File: config.mk
export PLATFORM = sky130hd
export DESIGN_NAME = mutual_exclusion_request_arbiter_top
export DESIGN_NICKNAME = d
export VERILOG_FILES = /design/src/rtl/mera_pkg.sv /design/src/rtl/mutual_exclusion_request_arbiter_top.sv
export SDC_FILE = /design/constraint.sdc
export NUM_CORES = 1
export LEC_CHECK = 0
export BUFFER_PORTS_ARGS = -buffer_cell sky130_fd_sc_hd__buf_2
export CAP_MARGIN = 20
export CORE_MARGIN = 1
export CORE_UTILIZATION = 53
export DETAILED_ROUTE_END_ITERATION = 7
export PLACE_DENSITY = 0.79
export SETUP_SLACK_MARGIN = 0.15
export SYNTH_ARGS = -nofsm -noshare
export SYNTH_HDL_FRONTEND = slang
export SYNTH_SLANG_ARGS = --single-unit
File: constraint.sdc
create_clock -name clk -period 3.67 [get_ports clk]
set_clock_uncertainty 0.1 [all_clocks]
set_input_delay 0.734 -clock clk [delete_from_list [all_inputs] [get_ports clk]]
set_output_delay 0.734 -clock clk [all_outputs]
set_load 0.01 [all_outputs]
File: src/rtl/mera_pkg.sv
// Shared types and constants for the mutual exclusion request arbiter.
package mera_pkg;

  localparam int MAX_NODES = 16;
  localparam int IDX_W     = $clog2(MAX_NODES);
  localparam int TIME_W    = 15;
  localparam int ID_W      = 4;
  localparam int CNT_W     = 4;
  localparam int CFG_IDX_W = 1;
  localparam int CFG_DAT_W = 4;

  localparam logic [CFG_IDX_W-1:0] REG_MY_ID      = 1'd0;
  localparam logic [CFG_IDX_W-1:0] REG_PEER_COUNT = 1'd1;

  typedef enum logic [2:0] {
    KIND_REQ      = 3'd0,
    KIND_PEER_REQ = 3'd1,
    KIND_REPLY    = 3'd2,
    KIND_DONE     = 3'd3,
    KIND_RELEASE  = 3'd4
  } kind_t;

  typedef enum logic [1:0] {
    ACT_NONE    = 2'd0,
    ACT_REQUEST = 2'd1,
    ACT_REPLY   = 2'd2,
    ACT_ENTER   = 2'd3
  } action_t;

  typedef enum logic [1:0] {
    ST_IDLE,
    ST_EXEC,
    ST_ENTER,
    ST_WALK
  } state_t;

endpackage

File: src/rtl/mutual_exclusion_request_arbiter_top.sv
// Top level of one Ricart-Agrawala mutual exclusion node.
//
//   channel  direction  handshake           payload
//   in       input      in_valid/in_stall   kind, peer_id, peer_time, local_time
//   out      output     out_valid/out_stall action, target_id, msg_time, all_done, last
//   cfg      input      cfg_we              cfg_index, cfg_wdata
//
// An item is taken in the idle state and executed in the EXEC state once the
// output register is free. A local request with no peers passes through the
// ENTER state for its second result. A release scans the deferred bits one per
// cycle, holding on a set bit while the output is stalled, and stops after the
// last set bit; with nothing deferred the scan runs over all MAX_NODES bits.
// Every result waits for the single output register to be free; a stall on the
// output channel therefore holds the sequencer, and in_stall stays high until
// the sequencer is back in its idle state.
// Reset (rst_n low, synchronous) clears all node state and the deferred bits,
// and loads my_id = 1, peer_count = 1.
module mutual_exclusion_request_arbiter_top
  import mera_pkg::*;
(
  input  logic                 clk,
  input  logic                 rst_n,
  // input item channel
  input  logic                 in_valid,
  output logic                 in_stall,
  input  logic [2:0]           in_kind,
  input  logic [ID_W-1:0]      in_peer_id,
  input  logic [TIME_W-1:0]    in_peer_time,
  input  logic [TIME_W-1:0]    in_local_time,
  // result channel
  output logic                 out_valid,
  input  logic                 out_stall,
  output logic [1:0]           out_action,
  output logic [ID_W-1:0]      out_target_id,
  output logic [TIME_W-1:0]    out_msg_time,
  output logic                 out_all_done,
  output logic                 out_last,
  // configuration write port
  input  logic                 cfg_we,
  input  logic [CFG_IDX_W-1:0] cfg_index,
  input  logic [CFG_DAT_W-1:0] cfg_wdata
);

  // Sequencer.
  state_t state_r, state_nxt;

  // Latched input item.
  kind_t              kind_r;
  logic [ID_W-1:0]    pid_r;
  logic [TIME_W-1:0]  ptime_r;
  logic [TIME_W-1:0]  ltime_r;

  // Configuration registers.
  logic [ID_W-1:0]    my_id_r;
  logic [CNT_W-1:0]   pc_r;

  // Node state.
  logic                 requesting_r, requesting_nxt;
  logic [TIME_W-1:0]    rtime_r, rtime_nxt;
  logic [CNT_W-1:0]     rc_r, rc_nxt;
  logic [CNT_W-1:0]     dc_r, dc_nxt;
  logic [MAX_NODES-1:0] deferred_r, deferred_nxt;
  logic [IDX_W-1:0]     idx_r, idx_nxt;

  // Output register.
  logic                 out_valid_r;
  action_t              out_action_r;
  logic [ID_W-1:0]      out_target_r;
  logic [TIME_W-1:0]    out_time_r;
  logic                 out_all_done_r;
  logic                 out_last_r;

  // Result produced by the sequencer this cycle.
  logic                 emit;
  action_t              emit_action;
  logic [ID_W-1:0]      emit_target;
  logic [TIME_W-1:0]    emit_time;
  logic                 emit_last;
  logic                 emit_all_done;

  // Shared magnitude comparator, steered by the sequencer.
  logic [TIME_W-1:0]    cmp_a, cmp_b;
  logic                 cmp_lt, cmp_eq;

  logic                 slot_free;
  logic [CNT_W-1:0]     rc_inc, dc_inc, dc_sel;
  logic                 prior, pid_in_range, reply_take, higher_set, walk_end;
  logic [IDX_W-1:0]     pid_idx;
  logic [MAX_NODES-1:0] above;

  assign slot_free = !out_valid_r || !out_stall;
  assign in_stall  = (state_r != ST_IDLE);

  assign rc_inc = rc_r + CNT_W'(1);
  assign dc_inc = (dc_r == '1) ? dc_r : dc_r + CNT_W'(1);
  assign dc_sel = (state_r == ST_EXEC && kind_r == KIND_DONE) ? dc_inc : dc_r;

  // The comparator serves the timestamp check of a peer request, the reply
  // count check of a reply and the zero-peer check of a local request.
  always_comb begin
    cmp_a = '0;
    cmp_b = '0;
    case (kind_r)
      KIND_PEER_REQ: begin
        cmp_a = rtime_r;
        cmp_b = ptime_r;
      end
      KIND_REPLY: begin
        cmp_a = TIME_W'(rc_inc);
        cmp_b = TIME_W'(pc_r);
      end
      KIND_REQ: begin
        cmp_a = '0;
        cmp_b = TIME_W'(pc_r);
      end
      default: begin
        cmp_a = '0;
        cmp_b = '0;
      end
    endcase
  end

  assign cmp_lt = (cmp_a < cmp_b);
  assign cmp_eq = (cmp_a == cmp_b);

  // Our own pending request wins on an earlier time, or on a tie with a
  // lower id.
  assign prior        = requesting_r && (cmp_lt || (cmp_eq && (my_id_r < pid_r)));
  assign pid_in_range = (32'(pid_r) < 32'(MAX_NODES));
  assign pid_idx      = IDX_W'(pid_r);
  assign reply_take   = requesting_r && (rc_r < pc_r);

  // Any deferred bit above the current scan position decides the last flag.
  assign above      = (deferred_r >> idx_r) >> 1;
  assign higher_set = |above;
  assign walk_end   = (idx_r == IDX_W'(MAX_NODES - 1));

  // Next state.
  always_comb begin
    state_nxt = state_r;
    case (state_r)
      ST_IDLE: begin
        if (in_valid) state_nxt = ST_EXEC;
      end
      ST_EXEC: begin
        if (slot_free) begin
          case (kind_r)
            KIND_REQ:     state_nxt = !cmp_lt ? ST_ENTER : ST_IDLE;
            KIND_RELEASE: state_nxt = ST_WALK;
            default:      state_nxt = ST_IDLE;
          endcase
        end
      end
      ST_ENTER: begin
        if (slot_free) state_nxt = ST_IDLE;
      end
      ST_WALK: begin
        if (deferred_r[idx_r]) begin
          if (slot_free && (!higher_set || walk_end)) state_nxt = ST_IDLE;
        end else if (walk_end) begin
          state_nxt = ST_IDLE;
        end
      end
      default: state_nxt = ST_IDLE;
    endcase
  end

  // Node state updates and the result to emit.
  always_comb begin
    requesting_nxt = requesting_r;
    rtime_nxt      = rtime_r;
    rc_nxt         = rc_r;
    dc_nxt         = dc_r;
    deferred_nxt   = deferred_r;
    idx_nxt        = idx_r;
    emit           = 1'b0;
    emit_action    = ACT_NONE;
    emit_target    = '0;
    emit_time      = '0;
    emit_last      = 1'b1;
    emit_all_done  = (dc_sel >= pc_r);
    case (state_r)
      ST_EXEC: begin
        if (slot_free) begin
          case (kind_r)
            KIND_REQ: begin
              requesting_nxt = 1'b1;
              rtime_nxt      = ltime_r;
              rc_nxt         = '0;
              emit           = 1'b1;
              emit_action    = ACT_REQUEST;
              emit_time      = ltime_r;
              emit_last      = cmp_lt;
            end
            KIND_PEER_REQ: begin
              if (prior && pid_in_range) begin
                deferred_nxt[pid_idx] = 1'b1;
              end else begin
                emit        = 1'b1;
                emit_action = ACT_REPLY;
                emit_target = pid_r;
                emit_time   = ltime_r;
              end
            end
            KIND_REPLY: begin
              if (reply_take) begin
                rc_nxt = rc_inc;
                if (!cmp_lt) begin
                  emit        = 1'b1;
                  emit_action = ACT_ENTER;
                  emit_time   = rtime_r;
                end
              end
            end
            KIND_DONE: begin
              dc_nxt = dc_inc;
              emit   = 1'b1;
            end
            KIND_RELEASE: begin
              requesting_nxt = 1'b0;
              rc_nxt         = '0;
              idx_nxt        = '0;
            end
            default: begin
              emit = 1'b0;
            end
          endcase
        end
      end
      ST_ENTER: begin
        if (slot_free) begin
          emit        = 1'b1;
          emit_action = ACT_ENTER;
          emit_time   = rtime_r;
        end
      end
      ST_WALK: begin
        if (deferred_r[idx_r]) begin
          if (slot_free) begin
            deferred_nxt[idx_r] = 1'b0;
            emit        = 1'b1;
            emit_action = ACT_REPLY;
            emit_target = ID_W'(idx_r);
            emit_time   = ltime_r;
            emit_last   = !higher_set;
            idx_nxt     = idx_r + IDX_W'(1);
          end
        end else begin
          idx_nxt = idx_r + IDX_W'(1);
        end
      end
      default: begin
        emit = 1'b0;
      end
    endcase
  end

  // Control and node state registers.
  always_ff @(posedge clk) begin
    if (!rst_n) begin
      state_r      <= ST_IDLE;
      requesting_r <= 1'b0;
      rtime_r      <= '0;
      rc_r         <= '0;
      dc_r         <= '0;
      deferred_r   <= '0;
      idx_r        <= '0;
      my_id_r      <= ID_W'(1);
      pc_r         <= CNT_W'(1);
      out_valid_r  <= 1'b0;
    end else begin
      state_r      <= state_nxt;
      requesting_r <= requesting_nxt;
      rtime_r      <= rtime_nxt;
      rc_r         <= rc_nxt;
      dc_r         <= dc_nxt;
      deferred_r   <= deferred_nxt;
      idx_r        <= idx_nxt;
      if (cfg_we) begin
        case (cfg_index)
          REG_MY_ID:      my_id_r <= ID_W'(cfg_wdata);
          REG_PEER_COUNT: pc_r    <= CNT_W'(cfg_wdata);
          default:        my_id_r <= my_id_r;
        endcase
      end
      if (emit) begin
        out_valid_r <= 1'b1;
      end else if (!out_stall) begin
        out_valid_r <= 1'b0;
      end
    end
  end

  // Payload registers.
  always_ff @(posedge clk) begin
    if (state_r == ST_IDLE && in_valid) begin
      kind_r  <= kind_t'(in_kind);
      pid_r   <= in_peer_id;
      ptime_r <= in_peer_time;
      ltime_r <= in_local_time;
    end
    if (emit) begin
      out_action_r   <= emit_action;
      out_target_r   <= emit_target;
      out_time_r     <= emit_time;
      out_all_done_r <= emit_all_done;
      out_last_r     <= emit_last;
    end
  end

  assign out_valid     = out_valid_r;
  assign out_action    = out_action_r;
  assign out_target_id = out_target_r;
  assign out_msg_time  = out_time_r;
  assign out_all_done  = out_all_done_r;
  assign out_last      = out_last_r;

endmodule

==> results.toml <==
[status]
status = "finished clean"

[power]
clkPwrFrac = 0.490
p_leak_nw = 2.63
p_int_mw = 2.54
p_comb_frac = 0.069
power.density_nw_per_um2 = 468
peakVddDrop_mv = 0.343
seq_power_share = 0.441
power_mw = 3.27
switching_share = 0.223
p_sw_mw = 0.728

[placement]
post-place-ws_ps = 86.1
gp_congestion = 0.903
hpwl_mm = 10.0
place_inst = 763
port_buffers = 71
place_area_um2 = 6290

[die]
rows = 37
dieArea_um2 = 11300
fp.dieW_um = 106
io-pin-count = 72
initial_core_util = 0.552
die_y_um = 106
core_area_um2 = 10500

[global_route]
gr-max-usage-layer = "met2"
grt_overflow = 0
gr-usage-met1 = 0.354
grt_antenna_before_repair = 0
track_usage = 0.276
grt_pass1_vias = 4790
grt_max_degree = 38
met3_usage = 0.0681
grt_pass1_wl_mm = 23.7
grt.met2_usage = 0.436

[sta]
post-route-min-period_ps = 3470
rsz0062_at_grt = "no"
fmax_mhz = 288
fin_crit_sh = 0.945
setup-tns-final_ps = 0
setup_violations = 0
slew_headroom = 0.512
hold_viol = 0
final_max_slew_viol_count = 0
holdWs_ps = 286
setup_slack_ps = 200
worst_slew_pin_slew_ps = 731

[route]
drc = 0
dr.first_iter.drc_count = 490
ant_nets = 0
vias_per_cell = 6.13
wl_per_cell_um = 18.6
vias = 4905
routed_wl_mm = 14.8
dr.pass1.iters = 6

[synth]
syn_inst = 570
synth.ff_latch_count = 115
synthMuxAreaShare = 0.0331
syn_avg_cell_area_um2 = 10.1
synth-xor-area-share = 0.0106
async_flop_share = 0
yosysSeqAreaShare = 0.503
synthDistinctLibCells = 61
synthAdderAreaFrac = 0.0672
synth_ff_type = "edfxtp_1"
synth_compound_area_frac = 0.180
synth.net_count = 648
ys_warn_count = 0
synth_top_family_by_area = "compound AO/OA/AOI/OAI gates"
synth-simple-area-share = 0.172
syn_area_um2 = 5780
synth-edff-count = 60

[finish]
final_core_util = 0.667
drive_gt1_frac = 0.217
n_antenna_cell = 0
syn_to_final_growth_pct = 20.9
final_net_count = 729
final_cells = 800
fin_area_um2 = 6980

[worst_setup_path]
regToRegSetupSlack_ps = 200
start_kind = "flop"
worstSetupPathType = "reg2reg"
crit_fanout = 27
cp_data_required_time_ps = 3840
cp-endpoint = "out_msg_time[7]"
crit_arrival_ps = 3640
endpoint_kind = "flop"
ff2ff_path_depth = 14
reg2reg_from = "kind_r[0]"
crit_start = "kind_r[0]"
r2r-end = "out_msg_time[7]"

[clock_network]
cts_hold_buf = 0
clock-sinks = 115
clk_pin_slew_ps = 60
clk_latency_ps = 520
clock_path_buffers = 2
cts_buffers = 17
root_buffer = "clkbuf_8"
htree_levels = 4
cts_tree = "yes"

[job]
max_cap_violations = 0

[worst_hold_path]
min_path_type = "in2reg"
[layer usage]
layer / share of wire / wire length [um]
met1: 0.42 / 6290
met2: 0.46 / 6880
met3: 0.076 / 1120
met4: 0.037 / 550
met5: 0 / 0
[Yosys cell counts (all sizes together) (2+ instances only)]
master | instances | share of area
a211oi | 6 | 0.0078
a21boi | 2 | 0.0026
a21o | 3 | 0.0039
a21oi | 47 | 0.041
a221oi | 2 | 0.0030
a22o | 21 | 0.032
a22oi | 9 | 0.012
a31o | 7 | 0.011
a31oi | 5 | 0.0080
and2 | 14 | 0.015
and3 | 2 | 0.0022
buf | 7 | 0.0093
clkbuf | 23 | 0.015
dfxtp | 55 | 0.19
edfxtp | 60 | 0.31
ha | 31 | 0.067
inv | 16 | 0.010
mux2i | 9 | 0.016
mux4 | 4 | 0.016
nand2 | 86 | 0.056
nand2b | 9 | 0.0097
nand3 | 15 | 0.013
nand3b | 3 | 0.0039
nand4 | 7 | 0.0076
nand4b | 3 | 0.0046
nor2 | 35 | 0.024
nor2b | 12 | 0.013
nor3 | 5 | 0.0063
nor3b | 2 | 0.0026
nor4 | 3 | 0.0032
o2111ai | 2 | 0.0030
o211ai | 6 | 0.0078
o21ai | 21 | 0.018
o22ai | 6 | 0.0065
o2bb2ai | 3 | 0.0046
o31ai | 4 | 0.0052
o32ai | 2 | 0.0030
or2 | 2 | 0.0022
or3 | 3 | 0.0032
xnor2 | 4 | 0.0061
xor2 | 3 | 0.0046
[cell type report]
cell class	count	area (um2)
Clock buffer	21	439
Clock inverter	11	138
Fill cell	797	3480
Inverter	16	60.1
Multi-Input combinational cell	411	2770
Sequential cell	115	2900
Tap cell	136	170
Timing Repair Buffer	90	503
[worst min path at each step]
stage	start	endpoint	slack (ps)	cells past startpoint
CTS	in_local_time[8]	ltime_r[8]	270	1
global placement	my_id_r[0]	my_id_r[0]	360	2
global route	in_peer_time[5]	ptime_r[5]	270	1
detailed placement	my_id_r[0]	my_id_r[0]	360	2
floorplan	my_id_r[0]	my_id_r[0]	340	2
finish	in_local_time[0]	ltime_r[0]	290	1
[logic make-up after synthesis]
kind of cell,Yosys count
XOR/XNOR,7
AND/OR/NAND/NOR,204
multiplexers,14
buffers and inverters,46
AO/OA/AOI/OAI,153
flip-flops,115
adder cells (fa/ha/maj),31
[sequential cells by signal, summed over array words and instances (netlist names), 3 cells and up]
register	cells
dc_r	4
out_target_id	4
ptime_r	15
ltime_r	15
rc_r	4
out_msg_time	15
pc_r	4
kind_r	3
rtime_r	15
idx_r	4
pid_idx	4
deferred_r	16
my_id_r	4
[cell usage in the layout (no fill, tap or decap), types with 15 or more instances in the layout]
master and n:
nor2_1 33, a22o_1 21, buf_2 72, nand3_1 15, inv_1 15, nand2_1 86
buf_4 16, edfxtp_1 60, clkbuf_16 16, ha_1 31, dfxtp_1 55, a21oi_1 46
[power groups by stage]
stage | combinational (mW) | clock (mW) | sequential, mW
4_1_cts | 0.212 | 1.62 | 1.44
3_5_place_dp | 0.205 | 0 | 1.46
2_1_floorplan | 0.119 | 0 | 1.46
6_report | 0.227 | 1.60 | 1.44
3_3_place_gp | 0.197 | 0 | 1.46
5_1_grt | 0.250 | 1.68 | 1.44
[repair_timing]
action                     4_1_cts  5_1_grt
setup endpoints to repair       38       55
resized for setup                2       11
buffers inserted                 0        2
pin swaps                        1        4
gates cloned                     2        1
[critical path: stages (launching register included)]
cell and delay [ps]:
edfxtp_1 450, and2b_1 220, nor2b_1 140, buf_6 170, and2_1 180, ha_1 320
a21oi_1 160, nor2_1 70, a211oi_2 230, o211ai_1 150, buf_4 190, a21boi_4 190
buf_6 180, a31oi_4 190, a22o_1 270
(Power assumes the default switching activity.)
